### src/rtl/hpm_pkg.sv
`timescale 1ns / 1ps

package hpm_pkg;

    localparam int KeyWidth = 8;
    localparam int ModWidth = 4;
    localparam int CfgDataWidth = 8;
    localparam int CfgIndexWidth = 2;

    // register indexes on the configuration port
    localparam logic [CfgIndexWidth-1:0] CFG_BINDING_KEY       = 2'd0;
    localparam logic [CfgIndexWidth-1:0] CFG_BINDING_MODIFIERS = 2'd1;
    localparam logic [CfgIndexWidth-1:0] CFG_STARTUP_MODIFIERS = 2'd2;

    localparam logic [KeyWidth-1:0] VK_BACKSPACE = 8'h08;
    localparam logic [KeyWidth-1:0] VK_TAB       = 8'h09;
    localparam logic [KeyWidth-1:0] VK_ESCAPE    = 8'h1B;
    localparam logic [KeyWidth-1:0] VK_DELETE    = 8'h2E;
    localparam logic [KeyWidth-1:0] VK_RIGHT_ALT = 8'hA5;
    localparam logic [KeyWidth-1:0] VK_LAST      = 8'hFE;

    localparam logic [ModWidth-1:0] MOD_CONTROL = 4'h2;
    localparam logic [ModWidth-1:0] MOD_ALT     = 4'h4;
    localparam logic [ModWidth-1:0] MOD_WINDOWS = 4'h8;

    typedef struct packed {
        logic [KeyWidth-1:0] key_code;
        logic [ModWidth-1:0] event_modifier_bits;
        logic                right_alt_flag;
        logic                key_down;
        logic                injected_flag;
        logic                track_external;
    } key_item_t;

    typedef struct packed {
        logic consume;
        logic toggle;
        logic foreign_press;
        logic binding_valid;
    } result_t;

    typedef struct packed {
        logic capture;
        logic clear_step;
        logic note_step;
        logic scan_start;
        logic scan_step;
        logic decide;
        logic publish;
    } hpm_cmd_t;

    typedef struct packed {
        logic need_scan;
        logic addr_last;
        logic out_free;
    } hpm_status_t;

    function automatic logic is_modifier_vk(input logic [KeyWidth-1:0] k);
        return k inside {8'h10, 8'h11, 8'h12, [8'hA0:8'hA5], 8'h5B, 8'h5C};
    endfunction

    function automatic logic is_typing_vk(input logic [KeyWidth-1:0] k);
        return k inside {[8'h30:8'h39], [8'h41:8'h5A], [8'h60:8'h6F], [8'hBA:8'hE2],
                         8'h20, 8'h0D, VK_BACKSPACE};
    endfunction

    function automatic logic binding_allowed(input logic [KeyWidth-1:0] k,
                                             input logic [ModWidth-1:0] m);
        logic [ModWidth-1:0] ca;
        logic                ok;
        ca = MOD_CONTROL | MOD_ALT;
        if (k < VK_BACKSPACE || k > VK_LAST || (m & MOD_WINDOWS) != '0)
            ok = 1'b0;
        else if (k == VK_RIGHT_ALT)
            ok = (m == '0);
        else if (is_modifier_vk(k) || k == VK_ESCAPE || k == VK_TAB)
            ok = 1'b0;
        else if (k == VK_DELETE && (m & ca) == ca)
            ok = 1'b0;
        else
            ok = !is_typing_vk(k) || (m & ca) != '0;
        return ok;
    endfunction

endpackage

### src/rtl/hpm_if.sv
`timescale 1ns / 1ps

interface hpm_key_if;
    logic       valid;
    logic       ready;
    logic [7:0] key_code;
    logic [3:0] event_modifier_bits;
    logic       right_alt_flag;
    logic       key_down;
    logic       injected_flag;
    logic       track_external;

    modport source (
        output valid, key_code, event_modifier_bits, right_alt_flag, key_down,
               injected_flag, track_external,
        input  ready
    );
    modport sink (
        input  valid, key_code, event_modifier_bits, right_alt_flag, key_down,
               injected_flag, track_external,
        output ready
    );
endinterface

interface hpm_result_if;
    logic valid;
    logic ready;
    logic consume;
    logic toggle;
    logic foreign_press;
    logic binding_valid;

    modport source (
        output valid, consume, toggle, foreign_press, binding_valid,
        input  ready
    );
    modport sink (
        input  valid, consume, toggle, foreign_press, binding_valid,
        output ready
    );
endinterface

### src/rtl/hpm_ram.sv
`timescale 1ns / 1ps

module hpm_ram #(
    parameter int WIDTH = 4,
    parameter int DEPTH = 256
) (
    input  logic                     clk,
    input  logic                     we,
    input  logic [$clog2(DEPTH)-1:0] waddr,
    input  logic [WIDTH-1:0]         wdata,
    input  logic [$clog2(DEPTH)-1:0] raddr,
    output logic [WIDTH-1:0]         rdata
);

    logic [WIDTH-1:0] mem [DEPTH];

    always_ff @(posedge clk)
    begin
        if (we)
        begin
            mem[waddr] <= wdata;
        end
        rdata <= mem[raddr];
    end

endmodule

### src/rtl/hpm_ctrl.sv
`timescale 1ns / 1ps

module hpm_ctrl
    import hpm_pkg::*;
(
    input  logic        clk,
    input  logic        rst_n,
    input  logic        in_valid,
    output logic        in_ready,
    input  hpm_status_t status,
    output hpm_cmd_t    cmd
);

    typedef enum logic [6:0] {
        ST_CLEAR    = 7'b0000001,
        ST_IDLE     = 7'b0000010,
        ST_NOTE     = 7'b0000100,
        ST_SCAN     = 7'b0001000,
        ST_SCAN_END = 7'b0010000,
        ST_DECIDE   = 7'b0100000,
        ST_DONE     = 7'b1000000
    } state_t;

    state_t state_reg;
    state_t state_next;

    always_ff @(posedge clk or negedge rst_n)
    begin
        if (!rst_n)
        begin
            state_reg <= ST_CLEAR;
        end
        else
        begin
            state_reg <= state_next;
        end
    end

    always_comb
    begin
        state_next = state_reg;
        cmd        = '0;
        in_ready   = 1'b0;
        case (state_reg)
            ST_CLEAR:
            begin
                cmd.clear_step = 1'b1;
                if (status.addr_last)
                begin
                    state_next = ST_IDLE;
                end
            end
            ST_IDLE:
            begin
                in_ready    = 1'b1;
                cmd.capture = in_valid;
                if (in_valid)
                begin
                    state_next = ST_NOTE;
                end
            end
            ST_NOTE:
            begin
                cmd.note_step  = 1'b1;
                cmd.scan_start = 1'b1;
                state_next     = status.need_scan ? ST_SCAN : ST_DECIDE;
            end
            ST_SCAN:
            begin
                cmd.scan_step = 1'b1;
                if (status.addr_last)
                begin
                    state_next = ST_SCAN_END;
                end
            end
            ST_SCAN_END:
            begin
                state_next = ST_DECIDE;
            end
            ST_DECIDE:
            begin
                cmd.decide = 1'b1;
                state_next = ST_DONE;
            end
            ST_DONE:
            begin
                if (status.out_free)
                begin
                    cmd.publish = 1'b1;
                    state_next  = ST_IDLE;
                end
            end
            default:
            begin
                state_next = ST_CLEAR;
            end
        endcase
    end

endmodule

### src/rtl/hpm_datapath.sv
`timescale 1ns / 1ps

module hpm_datapath
    import hpm_pkg::*;
#(
    parameter int KEY_TABLE_DEPTH = 256
) (
    input  logic                     clk,
    input  logic                     rst_n,
    input  hpm_cmd_t                 cmd,
    output hpm_status_t              status,
    input  logic                     cfg_write,
    input  logic [CfgIndexWidth-1:0] cfg_index,
    input  logic [CfgDataWidth-1:0]  cfg_data,
    input  key_item_t                in_item,
    output logic                     out_valid,
    input  logic                     out_ready,
    output result_t                  out_result
);

    localparam int AW = $clog2(KEY_TABLE_DEPTH);
    localparam logic [AW-1:0] LastAddr = AW'(KEY_TABLE_DEPTH - 1);

    logic [KeyWidth-1:0] binding_key_reg;
    logic [ModWidth-1:0] binding_mods_reg;
    logic [ModWidth-1:0] seeded_reg;
    logic [ModWidth-1:0] seeded_next;
    logic                held_reg;
    logic                held_next;
    logic [AW-1:0]       addr_reg;
    logic [AW-1:0]       addr_next;
    logic                rd_pending_reg;
    logic                out_valid_reg;
    logic                out_valid_next;

    key_item_t           item_reg;
    logic [ModWidth-1:0] acc_reg;
    result_t             res_reg;
    result_t             res_next;
    result_t             out_reg;

    logic                key_hit;
    logic                in_range;
    logic                mod_event;
    logic                note_down;
    logic                note_up;
    logic                combo_match;
    logic                cfg_mod;
    logic [ModWidth-1:0] held_mods;

    logic                ram_we;
    logic [AW-1:0]       ram_waddr;
    logic [ModWidth-1:0] ram_wdata;
    logic [ModWidth-1:0] ram_rdata;

    assign key_hit     = (binding_key_reg == VK_RIGHT_ALT) ? item_reg.right_alt_flag
                                                           : (item_reg.key_code == binding_key_reg);
    assign in_range    = {1'b0, item_reg.key_code} < (KeyWidth + 1)'(KEY_TABLE_DEPTH);
    assign mod_event   = !item_reg.injected_flag && (item_reg.event_modifier_bits != '0);
    assign note_down   = cmd.note_step && mod_event && item_reg.key_down;
    assign note_up     = cmd.decide && mod_event && !item_reg.key_down;
    assign held_mods   = seeded_reg | acc_reg;
    assign combo_match = key_hit && (binding_key_reg == VK_RIGHT_ALT ||
                                     held_mods == binding_mods_reg);
    assign cfg_mod     = (item_reg.event_modifier_bits & binding_mods_reg) != '0;

    assign status.need_scan = !item_reg.injected_flag && key_hit &&
                              binding_key_reg != VK_RIGHT_ALT;
    assign status.addr_last = (addr_reg == LastAddr);
    assign status.out_free  = !out_valid_reg || out_ready;

    // one write port shared by the clearing pass and the modifier updates
    assign ram_we    = cmd.clear_step || ((note_down || note_up) && in_range);
    assign ram_waddr = cmd.clear_step ? addr_reg : item_reg.key_code[AW-1:0];
    assign ram_wdata = note_down ? item_reg.event_modifier_bits : '0;

    hpm_ram #(
        .WIDTH (ModWidth),
        .DEPTH (KEY_TABLE_DEPTH)
    ) u_table (
        .clk   (clk),
        .we    (ram_we),
        .waddr (ram_waddr),
        .wdata (ram_wdata),
        .raddr (addr_reg),
        .rdata (ram_rdata)
    );

    always_comb
    begin
        res_next               = '0;
        res_next.binding_valid = binding_allowed(binding_key_reg, binding_mods_reg);
        held_next              = held_reg;
        if (cmd.decide && !item_reg.injected_flag)
        begin
            if (key_hit && held_reg)
            begin
                res_next.consume = 1'b1;
                if (!item_reg.key_down)
                begin
                    held_next = 1'b0;
                end
            end
            else if (combo_match && item_reg.key_down)
            begin
                held_next        = 1'b1;
                res_next.consume = 1'b1;
                res_next.toggle  = 1'b1;
            end
            else if (item_reg.key_down && !cfg_mod && item_reg.track_external)
            begin
                res_next.foreign_press = 1'b1;
            end
        end
        if (cfg_write && (cfg_index == CFG_BINDING_KEY || cfg_index == CFG_BINDING_MODIFIERS))
        begin
            held_next = 1'b0;
        end
    end

    always_comb
    begin
        seeded_next = seeded_reg;
        if (cfg_write && cfg_index == CFG_STARTUP_MODIFIERS)
        begin
            seeded_next = cfg_data[ModWidth-1:0];
        end
        else if (note_down || note_up)
        begin
            seeded_next = seeded_reg & ~item_reg.event_modifier_bits;
        end
    end

    always_comb
    begin
        addr_next = addr_reg;
        if (cmd.scan_start)
        begin
            addr_next = '0;
        end
        else if (cmd.clear_step || cmd.scan_step)
        begin
            addr_next = status.addr_last ? '0 : addr_reg + 1'b1;
        end
    end

    always_comb
    begin
        out_valid_next = out_valid_reg;
        if (cmd.publish)
        begin
            out_valid_next = 1'b1;
        end
        else if (out_ready)
        begin
            out_valid_next = 1'b0;
        end
    end

    always_ff @(posedge clk or negedge rst_n)
    begin
        if (!rst_n)
        begin
            binding_key_reg  <= '0;
            binding_mods_reg <= '0;
            seeded_reg       <= '0;
            held_reg         <= 1'b0;
            addr_reg         <= '0;
            rd_pending_reg   <= 1'b0;
            out_valid_reg    <= 1'b0;
        end
        else
        begin
            if (cfg_write && cfg_index == CFG_BINDING_KEY)
            begin
                binding_key_reg <= cfg_data[KeyWidth-1:0];
            end
            if (cfg_write && cfg_index == CFG_BINDING_MODIFIERS)
            begin
                binding_mods_reg <= cfg_data[ModWidth-1:0];
            end
            seeded_reg     <= seeded_next;
            held_reg       <= held_next;
            addr_reg       <= addr_next;
            rd_pending_reg <= cmd.scan_step;
            out_valid_reg  <= out_valid_next;
        end
    end

    always_ff @(posedge clk)
    begin
        if (cmd.capture)
        begin
            item_reg <= in_item;
        end
        // read data arrives in the cycle after its address
        if (cmd.scan_start)
        begin
            acc_reg <= '0;
        end
        else if (rd_pending_reg)
        begin
            acc_reg <= acc_reg | ram_rdata;
        end
        if (cmd.decide)
        begin
            res_reg <= res_next;
        end
        if (cmd.publish)
        begin
            out_reg <= res_reg;
        end
    end

    assign out_valid  = out_valid_reg;
    assign out_result = out_reg;

endmodule

### src/rtl/hotkey_press_matcher_core.sv
`timescale 1ns / 1ps
// a word is captured and noted; when a non-injected event hits the bound key (and that key is
// not right alt) the modifier table is walked one entry a cycle through the ram read port
// one word at a time: next word taken the cycle after the previous one reaches the output
// register, where the result waits while the result port stalls
// reset: asynchronous active low; then a clearing pass zeroes the table, during which no
// word is taken (configuration writes still land)

module hotkey_press_matcher_core
    import hpm_pkg::*;
#(
    parameter int KEY_TABLE_DEPTH = 256
) (
    input  logic                     clk,
    input  logic                     rst_n,
    input  logic                     cfg_write,
    input  logic [CfgIndexWidth-1:0] cfg_index,
    input  logic [CfgDataWidth-1:0]  cfg_data,
    hpm_key_if.sink                  keys,
    hpm_result_if.source             results
);

    hpm_cmd_t    cmd;
    hpm_status_t status;
    key_item_t   in_item;
    result_t     out_result;
    logic        in_ready;
    logic        out_valid;

    assign in_item.key_code            = keys.key_code;
    assign in_item.event_modifier_bits = keys.event_modifier_bits;
    assign in_item.right_alt_flag      = keys.right_alt_flag;
    assign in_item.key_down            = keys.key_down;
    assign in_item.injected_flag       = keys.injected_flag;
    assign in_item.track_external      = keys.track_external;
    assign keys.ready                  = in_ready;

    assign results.valid         = out_valid;
    assign results.consume       = out_result.consume;
    assign results.toggle        = out_result.toggle;
    assign results.foreign_press = out_result.foreign_press;
    assign results.binding_valid = out_result.binding_valid;

    hpm_ctrl u_ctrl (
        .clk      (clk),
        .rst_n    (rst_n),
        .in_valid (keys.valid),
        .in_ready (in_ready),
        .status   (status),
        .cmd      (cmd)
    );

    hpm_datapath #(
        .KEY_TABLE_DEPTH (KEY_TABLE_DEPTH)
    ) u_datapath (
        .clk        (clk),
        .rst_n      (rst_n),
        .cmd        (cmd),
        .status     (status),
        .cfg_write  (cfg_write),
        .cfg_index  (cfg_index),
        .cfg_data   (cfg_data),
        .in_item    (in_item),
        .out_valid  (out_valid),
        .out_ready  (results.ready),
        .out_result (out_result)
    );

endmodule

### src/flat_wrapper.sv
// flat-port wrapper written by rule: the top's interface ports become plain ports
module hotkey_press_matcher_core_flat import hpm_pkg::*;
#(
    parameter int KEY_TABLE_DEPTH = 256
)
  (clk, rst_n, cfg_write, cfg_index, cfg_data, keys_valid, keys_key_code, keys_event_modifier_bits, keys_right_alt_flag, keys_key_down, keys_injected_flag, keys_track_external, keys_ready, results_valid, results_consume, results_toggle, results_foreign_press, results_binding_valid, results_ready);
  hpm_key_if keys_i ();
  hpm_result_if results_i ();
  input  logic clk;
  input  logic rst_n;
  input  logic cfg_write;
  input  logic [CfgIndexWidth-1:0] cfg_index;
  input  logic [CfgDataWidth-1:0] cfg_data;
  input wire logic [$bits(keys_i.valid)-1:0] keys_valid;
  input wire logic [$bits(keys_i.key_code)-1:0] keys_key_code;
  input wire logic [$bits(keys_i.event_modifier_bits)-1:0] keys_event_modifier_bits;
  input wire logic [$bits(keys_i.right_alt_flag)-1:0] keys_right_alt_flag;
  input wire logic [$bits(keys_i.key_down)-1:0] keys_key_down;
  input wire logic [$bits(keys_i.injected_flag)-1:0] keys_injected_flag;
  input wire logic [$bits(keys_i.track_external)-1:0] keys_track_external;
  output wire logic [$bits(keys_i.ready)-1:0] keys_ready;
  output wire logic [$bits(results_i.valid)-1:0] results_valid;
  output wire logic [$bits(results_i.consume)-1:0] results_consume;
  output wire logic [$bits(results_i.toggle)-1:0] results_toggle;
  output wire logic [$bits(results_i.foreign_press)-1:0] results_foreign_press;
  output wire logic [$bits(results_i.binding_valid)-1:0] results_binding_valid;
  input wire logic [$bits(results_i.ready)-1:0] results_ready;
  assign keys_i.valid = keys_valid;
  assign keys_i.key_code = keys_key_code;
  assign keys_i.event_modifier_bits = keys_event_modifier_bits;
  assign keys_i.right_alt_flag = keys_right_alt_flag;
  assign keys_i.key_down = keys_key_down;
  assign keys_i.injected_flag = keys_injected_flag;
  assign keys_i.track_external = keys_track_external;
  assign keys_ready = keys_i.ready;
  assign results_valid = results_i.valid;
  assign results_consume = results_i.consume;
  assign results_toggle = results_i.toggle;
  assign results_foreign_press = results_i.foreign_press;
  assign results_binding_valid = results_i.binding_valid;
  assign results_i.ready = results_ready;
  hotkey_press_matcher_core #(.KEY_TABLE_DEPTH(KEY_TABLE_DEPTH)) u_core (.clk(clk), .rst_n(rst_n), .cfg_write(cfg_write), .cfg_index(cfg_index), .cfg_data(cfg_data), .keys(keys_i), .results(results_i));
endmodule
### config.mk
export PLATFORM = sky130hd
export DESIGN_NAME = hotkey_press_matcher_core_flat
export DESIGN_NICKNAME = d
export VERILOG_FILES = /design/src/rtl/hpm_pkg.sv /design/src/rtl/hpm_if.sv /design/src/rtl/hpm_ram.sv /design/src/rtl/hpm_ctrl.sv /design/src/rtl/hpm_datapath.sv /design/src/rtl/hotkey_press_matcher_core.sv /design/src/flat_wrapper.sv
export SDC_FILE = /design/constraint.sdc
export NUM_CORES = 1
export LEC_CHECK = 0
export ABC_AREA = 0
export BUFFER_PORTS_ARGS = -buffer_cell sky130_fd_sc_hd__buf_2
export CORE_MARGIN = 8
export CORE_UTILIZATION = 65
export CTS_CLUSTER_SIZE = 10
export DETAILED_ROUTE_END_ITERATION = 6
export PLACE_DENSITY = 0.82
export SYNTH_ARGS = -nofsm -noshare
export SYNTH_HDL_FRONTEND = slang
export SYNTH_SLANG_ARGS = --single-unit
### constraint.sdc
create_clock -name clk -period 16.5 [get_ports clk]
set_input_delay 4.125 -clock clk [delete_from_list [all_inputs] [get_ports clk]]
set_output_delay 4.125 -clock clk [all_outputs]
set_load 0.05 [all_outputs]
# After elaboration in Yosys (flattened, before gate mapping)
# Memories as Yosys holds them, arrays and structs flattened. A register that Yosys moved wholly into a read port is not among the register bits.
# Cells that the tools add are included.
# word_totals
register_bits	62
mem_bits_rw	1024
input_bits	31
output_inout_bits	6
elab_cells	166
memories	1
# mem_list
memory	depth	width	rd	rd_ports_with_merged_regs	wr	line_no	rtl
u_core.u_datapath.u_table.mem	256	4	1	1	1	hpm_ram.sv:15	logic [WIDTH-1:0] mem [DEPTH];
# classes
add_sub_neg	1
n_lt_le_gt_ge	12
n_eq_ne	31
mux	37
n_bitwise	6
n_reduce_logical	55
# ops
cell	count
$pmux 7 s7	1
$eq 8x5->1 const B	4
$mux 8	4
$mux 7	4
$eq 8x4->1 const B	3
$logic_and 1x1->1	23
$mux 1	22
$eq 8x6->1 const B	2
$eq 8x7->1 const B	2
$eq 8x8->1 const B	2
$ge 8x7->1 const B	2
$ge 8x8->1 const B	2
$le 8x7->1 const B	2
$le 8x8->1 const B	2
$mux 4	3
$reduce_bool 4->1	3
$logic_or 1x1->1	11
$add 8x1->8 const B	1
$and 4x4->4	2
$eq 8x8->1	1
$ge 8x6->1 const B	1
$gt 8x8->1 const B	1
$le 8x6->1 const B	1
$lt 8x4->1 const B	1
other kinds (30)	42

# Depth between registers and ports, before layout
# logic_depth
ltp_word	9
mapped_depth	12
ltp_nobuf	7

# Modules after synthesis
# From an unflattened synthesis, not the netlist that was laid out.
# unflattened
cells_unflattened	2362
hier_area_um2	43910.9
# modules_own_cells
module	instances	cells_per_inst	area_each_um2	seq_area_each_um2
hpm_ram	1	2051	40675.3	30829.6
hpm_datapath	1	259	2765.2	1476.4
hpm_ctrl	1	52	470.5	176.4

# Least setup slack after synthesis
# Ideal clock, no wire load.
# synth_timing
path_type	register to register
from	register u_core.u_ctrl.state_reg[4]
to	memory u_core.u_datapath.u_table.mem[0][0], data pin
setup_ps	1393
arrival_time_ps	7173
path_slack_ps	7934
stages_incl_launch_ff	6
n_path_buf	1
path_cell_list	dfrtp_1 -> nor3_4 -> and4b_1 -> clkbuf_1 -> nand3_1 -> nor2_1
# synth_between
elab_chain_len	5
# synth_rtl
item	line_no	rtl
from (decl)	hpm_ctrl.sv:24	state_t state_reg;
from (signal assigned)	hpm_ctrl.sv:35	state_reg <= state_next;
$eq 7x3->1	hpm_ctrl.sv:44	case (state_reg)
$mux 2	hpm_ctrl.sv:44	
$logic_and 1x1->1 (2 in series)	hpm_datapath.sv:60	assign note_down = cmd.note_step && mod_event && item_reg.key_down;
$mux 4	hpm_datapath.sv:75	assign ram_wdata = note_down ? item_reg.event_modifier_bits : '0;
named net u_core.u_datapath.ram_wdata[0]	hpm_datapath.sv:53	logic [ModWidth-1:0] ram_wdata;
to (decl)	hpm_ram.sv:15	
# The timed path passes the listed nets, and every way through them passes these cells.

# Final worst setup path
# layout_timing
from	register u_core.u_ctrl.state_reg[5]
to	output keys_ready
# layout_between
elab_chain_len	2
# layout_rtl
item	line_no	rtl
$eq 7x2->1	hpm_ctrl.sv:44	
$mux 1	hpm_ctrl.sv:44	
to (decl)	flat_wrapper.sv:21	output wire logic [$bits(keys_i.ready)-1:0] keys_ready;
# No other way between the ends.

==> results.sh <==
export IMPL_final_common_cell="edfxtp_1"
export IMPL_dr_pass1_iters=7
export IMPL_syn_num_nets=2422
export IMPL_cp_end_kind="output port"
export IMPL_rsz0062_at_grt="no"
export IMPL_vias=24318
export IMPL_slew_headroom=0.152
export IMPL_drtAntennaViolNets=0
export IMPL_routedWlPerCell_um=33.0
export IMPL_globalplace_congestion=0.866
export IMPL_drv_slew=0
export IMPL_synth_cells=2390
export IMPL_cp_max_fo=5
export IMPL_synthArstFlopShare=0.0312
export IMPL_crit_required_ps=12380
export IMPL_worst_hold_startpoint="u_core.u_datapath.res_reg[1]"
export IMPL_setup_viol=0
export IMPL_post_cts_resized=0
export IMPL_drcViolationCount=26
export IMPL_hpwlAfterDp_um=59800
export IMPL_overflow=0
export IMPL_wirelength_um=110000
export IMPL_r2r_worst_path_cells=6
export IMPL_io_pins=37
export IMPL_grt_pass1_wl_um=162000
export IMPL_period_share=0.397
export IMPL_pwr_share_comb=0.211
export IMPL_synth_main_ff_cell="edfxtp_1"
export IMPL_regArea_um2=32500
export IMPL_clk_pin_slew_ps=60
export IMPL_worstHoldPathType="reg2reg"
export IMPL_vias_per_cell=7.29
export IMPL_fill_cells=3699
export IMPL_dp_slack_ps=10760
export IMPL_critPathArrivalTime_ps=2420
export IMPL_fp_dieArea_um2=76000
export IMPL_clockRootBuffer="clkbuf_16"
export IMPL_yosysSeqAreaShare=0.741
export IMPL_power_frac_seq=0.455
export IMPL_hold_path_end="u_core.u_datapath.out_result[1]"
export IMPL_max_freq_ghz=0.153
export IMPL_grt_pass1_vias=24740
export IMPL_hold_viol=0
export IMPL_clock_skew_ps=44.2
export IMPL_netSwitchingFraction=0.293
export IMPL_worst_setup_path_start_kind="flip-flop"
export IMPL_synth_top_cell_by_area="edfxtp_1"
export IMPL_clk_latency_ps=700
export IMPL_core_um2=67000
export IMPL_irDropWorstVdd_uv=117
export IMPL_cts_inserted_buffers=119
export IMPL_cts_tree="yes"
export IMPL_dr_first_iter_drc_count=4266
export IMPL_cellInternalPower_mw=4.93
export IMPL_area_growth_pct=8.95
export IMPL_grt_total_usage=0.293
export IMPL_core_rowCount=95
export IMPL_grt_max_degree=120
export IMPL_initial_core_util=0.654
export IMPL_cts_setup_buffers=0
export IMPL_hold_buffers=0
export IMPL_ys_ff_latch=1090
export IMPL_dieWidth_um=276
export IMPL_fin_crit_ps=6550
export IMPL_outcome="complete, but fails checks"
export IMPL_dr_wl_met2_um=51400
export IMPL_portBuffers=36
export IMPL_antenna_found_initial=2
export IMPL_ys_warn_count=0
export IMPL_yosysTopAreaCellShare=0.718
export IMPL_die_y_um=276
export IMPL_cts_sinks=1090
export IMPL_wl_met3_um=14200
export IMPL_multiInputGateArea_um2=10500
export IMPL_largest_reg_flops=1024
export IMPL_violations="DRC"
export IMPL_powerDensity_nw_per_um2=146
export IMPL_r2r_start="u_core.u_ctrl.state_reg[4]"
export IMPL_power_switching_mw=2.04
export IMPL_synth_edf_count=1048
export IMPL_pwr_share_clk=0.334
export IMPL_cts_max_level=3
export IMPL_setup_ws_ps=9950
export IMPL_power_leakage_nw=15.9
export IMPL_final_layout_size_suffix_gt1_frac=0.191
export IMPL_reg2reg_to="u_core.u_datapath.u_table.mem[190][3]"
export IMPL_crit_type="reg2out"
export IMPL_syn_avg_cell_area_um2=18.3
export IMPL_r2r_slack_ps=11620
export IMPL_synth_area_leaders="edfxtp_1 72%, mux4_2 12%, nor2_1 2.7%, mux2i_1 2.0%, dfrtp_1 1.9%"
export IMPL_tns_ps=0
export IMPL_worst_pin_slew_ps=1270
export IMPL_clock_path_buffers=3
export IMPL_final_nets=2462
export IMPL_top_layer_used="met4"
export IMPL_layout_common_cells="1048 x edfxtp_1, 310 x nor2_1, 232 x mux4_2, 120 x clkbuf_16, 88 x mux2i_1"
export IMPL_wl_met1_um=37900
export IMPL_syn_area_um2=43800
export IMPL_ys_types=73
export IMPL_max_cap_violations=0
export IMPL_min_path_cells=0
==> power groups by stage <==
stage / Clock [mW] / Sequential (mW) / Combinational [mW]
after floorplan: 0 / 3.12 / 1.18
after global placement: 0 / 3.21 / 1.39
after detailed placement: 0 / 3.22 / 1.42
after CTS: 2.33 / 3.16 / 1.45
after global routing: 2.43 / 3.18 / 1.53
final: 2.33 / 3.17 / 1.47
==> final cells by class <==
cell class / instances / area share
antenna: 1 / 0.0000524
clock buffer: 147 / 0.0652
clock inverter: 7 / 0.00249
inverter: 19 / 0.00149
multi-input combinational: 1139 / 0.220
sequential: 1090 / 0.680
tap: 873 / 0.0229
timing repair buffer: 61 / 0.00796
==> worst max path at each step <==
| stage | from | to | slack [ps] | cells after the start |
|---|---|---|---|---|
| global placement | u_core.u_ctrl.state_reg[5] | keys_ready | 10810 | 4 |
| global route | u_core.u_ctrl.state_reg[5] | keys_ready | 9890 | 4 |
| floorplan | u_core.u_ctrl.state_reg[4] | u_core.u_datapath.u_table.mem[0][0] | 7930 | 5 |
| detailed placement | u_core.u_ctrl.state_reg[5] | keys_ready | 10760 | 4 |
| finish | u_core.u_ctrl.state_reg[5] | keys_ready | 9950 | 4 |
| CTS | u_core.u_ctrl.state_reg[5] | keys_ready | 10020 | 4 |
==> metal layers <==
metal  up-vias  global-route usage
met5         -                   0
met4         0               0.159
met3       445              0.0787
met2      2082               0.453
met1     12188               0.383
li1       9603                   -
==> metrics by stage <==
stage / instance area [um^2] / hold WS [ps] / std cells / util / total power [mW]
after floorplan: 43800 / 400 / 2390 / - / 4.29
after global placement: 44500 / 402 / 3182 / 0.664 / 4.60
after detailed placement: 44500 / 414 / 3182 / 0.664 / 4.64
after CTS: 47800 / 427 / 3336 / 0.713 / 6.94
after global routing: 47800 / 428 / 3336 / 0.713 / 7.14
final: 47800 / 426 / 3337 / 0.713 / 6.97
==> logic make-up (layout without fill, tap and decap cells) <==
| group | after synthesis | after routing | share of synthesized area |
|---|---|---|---|
| other cells | 0 | 1 | 0 |
| flops | 1090 | 1090 | 0.741 |
| simple gates | 549 | 549 | 0.0545 |
| mux | 329 | 329 | 0.142 |
| compound gates | 247 | 247 | 0.0389 |
| fa+ha+maj | 1 | 1 | 0.000285 |
| buf+inv | 161 | 234 | 0.0214 |
| xor+xnor | 13 | 13 | 0.00260 |
==> worst max-delay path, stage by stage, from the launching register on <==
cell and delay, ps:
dfrtp_1 430, nor2_1 250, nand3b_1 140, nor3b_1 530
buf_2 380
==> Yosys cell counts (7+ instances only) <==
| cell | number |
|---|---|
| xor2_1 | 10 |
| o21ai_0 | 46 |
| mux2_2 | 9 |
| or2_2 | 7 |
| a31oi_1 | 14 |
| nor2b_1 | 16 |
| nand3b_1 | 8 |
| o21ai_1 | 11 |
| nor2_1 | 314 |
| nand2b_1 | 14 |
| buf_2 | 55 |
| nand2_1 | 103 |
| a211oi_1 | 11 |
| and2_1 | 10 |
| edfxtp_1 | 1048 |
| o211ai_1 | 13 |
| a22oi_1 | 35 |
| dfxtp_1 | 8 |
| dfrtp_1 | 33 |
| buf_1 | 8 |
| a221oi_1 | 10 |
| o31ai_1 | 9 |
| nor4_1 | 7 |
| buf_6 | 25 |
| o22ai_1 | 18 |
| inv_1 | 19 |
| nor3_1 | 22 |
| nand3_1 | 23 |
| clkbuf_1 | 45 |
| mux2i_1 | 88 |
| mux4_2 | 232 |
| a2111oi_0 | 7 |
| a21oi_1 | 30 |
Note: power is estimated with default switching activity, not from simulation.
